`src/design/srt_pkg.sv`:
```
// shared constants, types and helpers of the reverb tank
package srt_pkg;

   localparam int MAX_DELAY     = 4096;
   localparam int NUM_COMBS     = 4;
   localparam int NUM_ALLPASSES = 2;

   localparam int SAMPLE_W      = 24;
   localparam int GAIN_W        = 16;
   localparam int DELAY_FIELD_W = 12;
   localparam int CSR_DATA_W    = 24;
   localparam int CSR_INDEX_W   = 3;

   // delay lines are addressed modulo MAX_DELAY, a power of two
   localparam int ADDR_W      = $clog2(MAX_DELAY);
   localparam int FILL_W      = ADDR_W + 1;
   localparam int COMB_IDX_W  = $clog2(NUM_COMBS);
   localparam int AP_IDX_W    = $clog2(NUM_ALLPASSES);
   localparam int COMB_DEPTH  = NUM_COMBS * MAX_DELAY;
   localparam int AP_DEPTH    = NUM_ALLPASSES * MAX_DELAY;
   localparam int COMB_ADDR_W = $clog2(COMB_DEPTH);
   localparam int AP_ADDR_W   = $clog2(AP_DEPTH);

   localparam logic [CSR_INDEX_W-1:0] CSR_COMB_FEEDBACK  = 3'd0;
   localparam logic [CSR_INDEX_W-1:0] CSR_DAMP_GAIN      = 3'd1;
   localparam logic [CSR_INDEX_W-1:0] CSR_ALLPASS_GAIN   = 3'd2;
   localparam logic [CSR_INDEX_W-1:0] CSR_COMB_DELAYS_A  = 3'd3;
   localparam logic [CSR_INDEX_W-1:0] CSR_COMB_DELAYS_B  = 3'd4;
   localparam logic [CSR_INDEX_W-1:0] CSR_ALLPASS_DELAYS = 3'd5;

   localparam logic [GAIN_W-1:0]     RST_COMB_FEEDBACK  = 16'd55050;
   localparam logic [GAIN_W-1:0]     RST_DAMP_GAIN      = 16'd13107;
   localparam logic [GAIN_W-1:0]     RST_ALLPASS_GAIN   = 16'd32768;
   localparam logic [CSR_DATA_W-1:0] RST_COMB_DELAYS_A  = 24'd4867164;
   localparam logic [CSR_DATA_W-1:0] RST_COMB_DELAYS_B  = 24'd5555453;
   localparam logic [CSR_DATA_W-1:0] RST_ALLPASS_DELAYS = 24'd1806892;

   typedef enum logic [3:0] {
      OP_IDLE,
      OP_LOAD,
      OP_COMB_P1,
      OP_COMB_P2,
      OP_COMB_DAMP,
      OP_COMB_P3,
      OP_COMB_WR,
      OP_AP_P,
      OP_AP_WR
   } dp_op_type;

   typedef struct packed {
      dp_op_type               op;
      logic [COMB_IDX_W-1:0]   comb_sel;
      logic                    first_ap;
      logic                    line_valid;
   } dp_ctrl_type;

   // zero reads as one, anything above capacity as capacity
   function automatic logic [ADDR_W:0] line_delay(input logic [DELAY_FIELD_W-1:0] field);
      int unsigned d;
      d = (field == '0) ? 1 : 32'(field);
      if (d > MAX_DELAY) d = MAX_DELAY;
      return (ADDR_W + 1)'(d);
   endfunction

endpackage

```
`src/design/srt_dpath.sv`:
```
// shared multiplier datapath: comb damping, feedback and allpass arithmetic
module srt_dpath (
   input  logic                                 clock,
   input  logic                                 reset,
   input  srt_pkg::dp_ctrl_type                 ctrl,
   input  logic signed [srt_pkg::SAMPLE_W-1:0]  sample_in,
   input  logic [srt_pkg::SAMPLE_W-1:0]         comb_rd_data,
   input  logic [srt_pkg::SAMPLE_W-1:0]         ap_rd_data,
   input  logic [srt_pkg::GAIN_W-1:0]           comb_feedback,
   input  logic [srt_pkg::GAIN_W-1:0]           damp_gain,
   input  logic [srt_pkg::GAIN_W-1:0]           allpass_gain,
   output logic [srt_pkg::SAMPLE_W-1:0]         comb_wr_data,
   output logic [srt_pkg::SAMPLE_W-1:0]         ap_wr_data,
   output logic signed [srt_pkg::SAMPLE_W-1:0]  sample_out
);
   import srt_pkg::*;

   localparam int MUL_B_W = GAIN_W + 2;
   localparam int PROD_W  = SAMPLE_W + MUL_B_W;
   localparam int SUM_W   = SAMPLE_W + COMB_IDX_W;
   localparam int WIDE_W  = SAMPLE_W + 3;
   localparam int RND_W   = PROD_W - GAIN_W;
   localparam logic signed [PROD_W:0] ROUND = (PROD_W + 1)'(1) <<< (GAIN_W - 1);
   localparam logic signed [WIDE_W-1:0] SMAX = WIDE_W'((1 <<< (SAMPLE_W - 1)) - 1);
   localparam logic signed [WIDE_W-1:0] SMIN = -WIDE_W'(1 <<< (SAMPLE_W - 1));

   logic signed [SAMPLE_W-1:0] damp_ff [NUM_COMBS];
   logic signed [PROD_W-1:0]   prod_ff;
   logic signed [PROD_W-1:0]   acc_ff;
   logic signed [SUM_W-1:0]    sum_ff;
   logic signed [SAMPLE_W-1:0] x_ff;
   logic signed [SAMPLE_W-1:0] buf_ff;
   logic signed [SAMPLE_W-1:0] v_ff;

   logic signed [SAMPLE_W-1:0] delayed;
   logic signed [SAMPLE_W-1:0] ap_buf;
   logic signed [SAMPLE_W-1:0] mul_a;
   logic signed [MUL_B_W-1:0]  mul_b;
   logic [GAIN_W:0]            damp_inv;
   logic signed [PROD_W:0]     damp_acc;
   logic signed [SAMPLE_W-1:0] damp_next;
   logic signed [PROD_W:0]     prod_rnd;
   logic signed [RND_W-1:0]    gain_term;

   function automatic logic [SAMPLE_W-1:0] sat_sample(input logic signed [WIDE_W-1:0] v);
      if (v > SMAX) return SMAX[SAMPLE_W-1:0];
      if (v < SMIN) return SMIN[SAMPLE_W-1:0];
      return v[SAMPLE_W-1:0];
   endfunction

   // unwritten line entries read as zero
   assign delayed  = ctrl.line_valid ? signed'(comb_rd_data) : '0;
   assign ap_buf   = ctrl.line_valid ? signed'(ap_rd_data) : '0;
   assign damp_inv = (GAIN_W + 1)'(1 << GAIN_W) - {1'b0, damp_gain};

   always_comb begin
      mul_a = '0;
      mul_b = '0;
      unique case (ctrl.op)
         OP_COMB_P1: begin
            mul_a = delayed;
            mul_b = signed'({2'b00, damp_gain});
         end
         OP_COMB_P2: begin
            mul_a = damp_ff[ctrl.comb_sel];
            mul_b = signed'({1'b0, damp_inv});
         end
         OP_COMB_P3: begin
            mul_a = damp_ff[ctrl.comb_sel];
            mul_b = signed'({2'b00, comb_feedback});
         end
         OP_AP_P: begin
            mul_a = ap_buf;
            mul_b = signed'({2'b00, allpass_gain});
         end
         default: begin
            mul_a = '0;
            mul_b = '0;
         end
      endcase
   end

   // one-pole damping result lies between its two inputs
   assign damp_acc  = (PROD_W + 1)'(acc_ff) + (PROD_W + 1)'(prod_ff) + ROUND;
   assign damp_next = damp_acc[GAIN_W +: SAMPLE_W];

   assign prod_rnd  = (PROD_W + 1)'(prod_ff) + ROUND;
   assign gain_term = prod_rnd[GAIN_W +: RND_W];

   assign comb_wr_data = sat_sample(WIDE_W'(x_ff) + WIDE_W'(gain_term));
   assign ap_wr_data   = sat_sample(WIDE_W'(v_ff) + WIDE_W'(gain_term));
   assign sample_out   = v_ff;

   always_ff @(posedge clock) begin
      prod_ff <= PROD_W'(mul_a * mul_b);
      unique case (ctrl.op)
         OP_LOAD: begin
            x_ff   <= sample_in;
            sum_ff <= '0;
         end
         OP_COMB_P1: sum_ff <= sum_ff + SUM_W'(delayed);
         OP_COMB_P2: acc_ff <= prod_ff;
         OP_AP_P: begin
            buf_ff <= ap_buf;
            if (ctrl.first_ap) v_ff <= sum_ff[SUM_W-1:COMB_IDX_W];
         end
         OP_AP_WR: v_ff <= signed'(sat_sample(WIDE_W'(buf_ff) - WIDE_W'(v_ff)));
         default: begin
         end
      endcase
   end

   always_ff @(posedge clock) begin
      if (reset) begin
         for (int k = 0; k < NUM_COMBS; k++) damp_ff[k] <= '0;
      end else if (ctrl.op == OP_COMB_DAMP) begin
         damp_ff[ctrl.comb_sel] <= damp_next;
      end
   end

endmodule

```
`config.mk`:
```
export PLATFORM = sky130hd
export DESIGN_NAME = srt_dpath
export DESIGN_NICKNAME = d
export VERILOG_FILES = /design/src/design/srt_pkg.sv /design/src/design/srt_dpath.sv
export SDC_FILE = /design/constraint.sdc
export NUM_CORES = 2
export LEC_CHECK = 0
export BUFFER_PORTS_ARGS = -buffer_cell sky130_fd_sc_hd__buf_2
export CORE_AREA = 4 4 234 293
export CTS_CLUSTER_DIAMETER = 30
export DETAILED_ROUTE_END_ITERATION = 8
export DIE_AREA = 0 0 238 297
export PLACE_DENSITY = 0.72
export REMOVE_ABC_BUFFERS = 1
export SKIP_CTS_REPAIR_TIMING = 1
export SLEW_MARGIN = 10
export SYNTH_ARGS = -nofsm -noshare
export SYNTH_HDL_FRONTEND = slang
export SYNTH_SLANG_ARGS = --single-unit
```
`constraint.sdc`:
```
create_clock -name clock -period 9.8 [get_ports clock]
set_input_delay 1.96 -clock clock [delete_from_list [all_inputs] [get_ports clock]]
set_output_delay 1.96 -clock clock [all_outputs]
set_load 0.01 [all_outputs]
```
-- Yosys cells after proc, flatten, opt, wreduce, memory -nomap -nowiden
Memories as Yosys holds them, arrays and structs flattened.
Cells that the tools add are included.
- add/sub/neg operators: 8
- multipliers: 1
- magnitude comparators: 6
- equality and inequality tests: 8
- muxes and demuxes: 38
- reduce and logical (&&, ||, !) cells: 5
- operator list (operator ; number):
    $mux W24 ; 16
    $pmux W24 S3 ; 1
    $pmux W17 S4 ; 1
    $add A24 B26 Y27 ; 2
    $gt A27 B24 Y1 const B ; 2
    $lt A27 B24 Y1 const B ; 2
    $pmux W26 S2 ; 1
    $pmux W24 S2 ; 1
    $add A42 B17 Y42 const B ; 1
    $mul A24 B18 Y42 ; 1
    $add A40 B17 Y40 const B ; 1
    $add A40 B40 Y40 ; 1
    $add A26 B24 Y26 ; 1
    $gt A25 B24 Y1 const B ; 1
    $lt A25 B24 Y1 const B ; 1
    $sub A24 B24 Y25 ; 1
    $reduce_or A24 Y1 ; 1
    $mux W1 ; 17
    $sub A17 B16 Y17 const A ; 1
    $eq A4 B3 Y1 const B ; 3
    $eq A4 B2 Y1 const B ; 2
    $eq A4 B1 Y1 const B ; 1
    $eq A4 B4 Y1 const B ; 1
    $reduce_bool A2 Y1 ; 2
    4 further kinds ; 4
- register bits after elaboration: 180
- bits in writable memories: 96
- input port bits: 130
- output and inout bits: 72
- word-level logic and storage cells: 73
- memories: 1
- memories (memory ; words ; width ; rd ports ; clocked after Yosys merged registers in ; wr ports ; line ; text):
    damp_ff ; 4 ; 24 ; 1 ; 0 ; 4 ; srt_dpath.sv:27 ; logic signed [SAMPLE_W-1:0] damp_ff [NUM_COMBS];

-- Depth between registers and ports, before layout
- depth after elaboration: 9
- mapped depth: 33

-- Worst setup path after synthesis
Ideal clock, no wire load.
- path type: input-to-reg
- from: input port ctrl[7] (netlist bit)
- to: register prod_ff[38]
- setup time: 0.072 ns
- arrival time: 9.869 ns
- required time: 9.728 ns
- slack: -0.141 ns
- stages on the path: 30
- buffers on the path: 3
- path through: nor2_1 and2_1 clkbuf_1 nand2_1 inv_1 nor2_1 clkbuf_1 clkbuf_1 o221ai_1 nand2_1 fa_1 inv_1 fa_1 fa_1 fa_1 fa_1 inv_1 fa_1 inv_1 ha_1 a21o_1 a21o_1 a21oi_1 nor2_1 a211oi_1 nor3b_1 a31oi_1 a41oi_1 nor2b_1 xnor2_1
- word-level cells in the longest chain between the ends: 4
- elaborated cells between the ends (all ways): 8
- classes of those cells: 1 x mul; 4 x eq/ne; 2 x mux; 1 x reduce/logical
- ends and longest elaborated chain (element ; line ; text):
    start: declaration ; srt_dpath.sv:5 ; input srt_pkg::dp_ctrl_type ctrl,
    $eq A4 B2 Y1 or $eq A4 B3 Y1 (tied branches) ; srt_dpath.sv:59 ; unique case (ctrl.op)
    $reduce_or A2 Y1 (no source line) ; - ;
    $pmux W24 S3 ; srt_dpath.sv:59 ;
    $mul A24 B18 Y42 (*) ; srt_dpath.sv:95 ; prod_ff <= PROD_W'(mul_a * mul_b);
    end signal: assignment ; srt_dpath.sv:95 ;
    end: declaration ; srt_dpath.sv:28 ; logic signed [PROD_W-1:0] prod_ff;
Every way passes the cells marked *; elsewhere a longest branch is shown, timed or not.
A chain may end at the register's enable or synchronous reset.

-- Worst setup path after layout
- from: input port damp_gain[4] (netlist bit)
- to: register prod_ff[38]
- word-level cells in the longest chain between the ends: 3
- ends and longest elaborated chain (element ; line ; text):
    start: declaration ; srt_dpath.sv:10 ; input logic [srt_pkg::GAIN_W-1:0] damp_gain,
    $sub A17 B16 Y17 ; srt_dpath.sv:54 ; assign damp_inv = (GAIN_W + 1)'(1 << GAIN_W) - {1'b0, damp_gain};
    $pmux W17 S4 (*) ; srt_dpath.sv:59 ;
    $mul A24 B18 Y42 (*) ; srt_dpath.sv:95 ;
Marked as above.

==> flow_metrics.env <==
export IMPL_wl_met3_mm=6.80
export IMPL_final_layout_size_suffix_gt1_share_pct=12.6
export IMPL_final_core_util_pct=56.1
export IMPL_grt_overflow=0
export IMPL_fin_tns_setup_ps=0
export IMPL_tightest_slew_ps=1080
export IMPL_post_route_drc_count=0
export IMPL_synth_common_cells="569 x inv_1, 424 x nor2_1, 405 x fa_1"
export IMPL_setup_viol=0
export IMPL_synth_avg_cell_area_sq_um=9.36
export IMPL_wl_met2_mm=46.1
export IMPL_hold_viol=0
export IMPL_fin_skew_ps=26.5
export IMPL_synth_cell_types=77
export IMPL_viasPerCell=5.64
export IMPL_synth_compound_area_share_pct=12.6
export IMPL_status="complete, no violations"
export IMPL_antenna_found_initial=2
export IMPL_finalPower_uw=4300
export IMPL_period_needed_ps=9330
export IMPL_m1WireLength_mm=35.8
export IMPL_cap_violations=0
export IMPL_yosys_warnings=0
export IMPL_top_layer_used="met4"
export IMPL_core_sq_mm=0.0656
export IMPL_synthAdderAreaFrac_pct=35.6
export IMPL_cts_sink_count=276
export IMPL_clk_root_buffer_cell="clkbuf_16"
export IMPL_grt_pass1_wl_mm=146
export IMPL_synthXorXnorAreaFrac_pct=5.04
export IMPL_total_leakage_power_uw=0.0176
export IMPL_cts_buffers=44
export IMPL_yosysTopAreaCellShare_pct=24.8
export IMPL_clock_path_buffers=3
export IMPL_synth_seq_cells=276
export IMPL_cp_start_kind="input pin"
export IMPL_synth_most_common_cell="inv_1"
export IMPL_syn_area_sq_mm=0.0326
export IMPL_finalCritPeriodShare_pct=95.2
export IMPL_synth_largest_area_cell="fa_1"
export IMPL_cts_tree="done"
export IMPL_dpl_hpwl_mm=76.5
export IMPL_crit_type="in -> reg"
export IMPL_synth_area_leaders="fa_1 25%, edfxtp_1 22%, ha_1 11%"
export IMPL_crit_arrival_ps=9820
export IMPL_io_pins=202
export IMPL_drtAntennaViolNets=0
export IMPL_async_flop_share_pct=0
export IMPL_r2r_start="damp_ff[3][19]"
export IMPL_powerDensity_mw_per_mm2=117
export IMPL_dp_cells=4551
export IMPL_route_vias_total=26154
export IMPL_nets=4556
export IMPL_setup_slack_ps=470
export IMPL_dieHeight_microns=297
export IMPL_drv_slew=0
export IMPL_first_iter_violations=2075
export IMPL_crit_start="damp_gain[4]"
export IMPL_crit_slowest_cell="fa_1"
export IMPL_io_buffers=201
export IMPL_hp_class="reg -> reg"
export IMPL_dp_slack_ps=-84.5
export IMPL_cpPeakStageDelay_ps=560
export IMPL_worst_setup_path_end_kind="flop"
export IMPL_worst_skew_pair_late_latency_ps=570
export IMPL_wire_per_inst_microns=20.2
export IMPL_grtUsageTotal_pct=26.1
export IMPL_synthSimpleGateAreaFrac_pct=13.2
export IMPL_die_w_microns=238
export IMPL_grt_pass1_vias=26935
export IMPL_yosysSeqAreaShare_pct=24.1
export IMPL_fmax_mhz=107
export IMPL_initial_utilization_pct=49.8
export IMPL_area_growth_pct=12.7
export IMPL_clk_pin_slew_ps=60
export IMPL_place_congestion=0.944
export IMPL_ir_worst_vdd_mv=0.137
export IMPL_slew_headroom_pct=27.7
export IMPL_crit_top_cell="fa_1"
export IMPL_crit_fanout=8
export IMPL_muxShareOfSynthArea_pct=1.61
export IMPL_fin_cells=4634
export IMPL_rsz0062_at_grt="no"
export IMPL_cts_htree_levels=2
export IMPL_synth_top_family_by_area="adder cells"
export IMPL_routed_wl_mm=93.4
export IMPL_grt_max_degree=50
export IMPL_synth_ff_type="edfxtp_1"
export IMPL_drtPass1Iterations=7
export IMPL_synth_cells=3486
export IMPL_rows=105
export IMPL_worstPathRequired_ps=10290
export IMPL_synth_edf_count=234
export IMPL_dieArea_sq_mm=0.0707
export IMPL_hp_start="prod_ff[8]"
export IMPL_fill_cells=5699
==> report_power, final <==
group / internal, uW / total, uW / switching [uW]
Sequential: 1340 / 1390 / 56.1
Combinational: 538 / 1390 / 848
Clock: 870 / 1520 / 648
Total: 2740 / 4300 / 1550
==> worst max-delay path, delay by kind of cell <==
kind	cells	cell delay (ps)
adders and majority gates	7	3390
and+or+nand+nor	7	1930
xor gates and xnor gates	2	320
AOI/OAI and AO/OA	8	1600
buffers and inverters	6	620
==> cells by family (layout without fill, tap and decap cells) <==
logic type      after synthesis  count (layout)
xor+xnor                    188             188
simple gates                994             994
flops                       276             276
buf+inv                     680             970
other cells                   0               2
mux                          46              46
fa+ha+maj                   685             685
compound gates              617             617
==> layer usage <==
layer | GRT usage, % | vias to the layer above
met5 | 0 | -
met4 | 11.0 | 0
met3 | 4.15 | 238
met2 | 45.3 | 1066
met1 | 32.3 | 12799
li1 | - | 12051
==> metrics by stage <==
step | cell area [sq um] | hold slack [ps]
after CTS | 36800 | 450
after detailed placement | 35300 | 435
after floorplan | 32200 | 409
after global placement | 35300 | 429
after global routing | 36800 | 453
final | 36800 | 444
==> state kept, by name, indices dropped and copies added (netlist names) <==
signal / flops
sum_ff: 26
buf_ff: 24
prod_ff: 42
x_ff: 24
sample_out: 24
damp_ff: 96
acc_ff: 40
==> final cells by class <==
class	instances	area (sq um)	area share [%]
timing repair buffer	320	2000	5.43
clock buffer	48	1120	3.03
antenna	2	5.00	0.0136
sequential	276	7870	21.4
tap	856	1070	2.91
clock inverter	33	363	0.986
inverter	569	2140	5.80
multi-input combinational	2530	22200	60.4
==> worst paths after layout <==
kind	slack [ps]	cells after the start	to
max	470	30	prod_ff[38]
min	440	0	acc_ff[8]
max reg2reg	2600	26	prod_ff[38]
min reg2reg	440	0	acc_ff[8]
==> cell usage in the layout, fill, tap and decap left out, types with 9 or more instances in the layout <==
cell type | Yosys | layout
clkbuf_16 | 0 | 44
or2_2 | 14 | 14
buf_4 | 0 | 111
or3_1 | 10 | 10
o21ai_0 | 128 | 125
ha_1 | 280 | 280
o21ai_1 | 7 | 10
o221ai_1 | 23 | 23
mux2i_1 | 22 | 22
a22o_1 | 22 | 22
and3_1 | 10 | 10
fa_1 | 405 | 405
nor3_1 | 30 | 29
o31ai_1 | 17 | 16
buf_2 | 3 | 201
a22oi_1 | 9 | 9
mux2_2 | 21 | 21
a21oi_1 | 168 | 168
a31oi_1 | 11 | 10
dfxtp_1 | 42 | 42
nand4_1 | 22 | 22
xnor2_1 | 116 | 116
o21a_1 | 25 | 25
xor2_1 | 72 | 72
nand2b_1 | 40 | 40
nand3_1 | 37 | 37
o221a_2 | 21 | 21
nand2_1 | 323 | 323
a211oi_1 | 23 | 23
nor2b_1 | 21 | 21
o211ai_1 | 12 | 12
nor2_1 | 424 | 421
and2_1 | 37 | 37
a21o_1 | 62 | 62
edfxtp_1 | 234 | 234
inv_1 | 569 | 568
o21bai_1 | 21 | 21
Power figures use the tool's default switching activity.
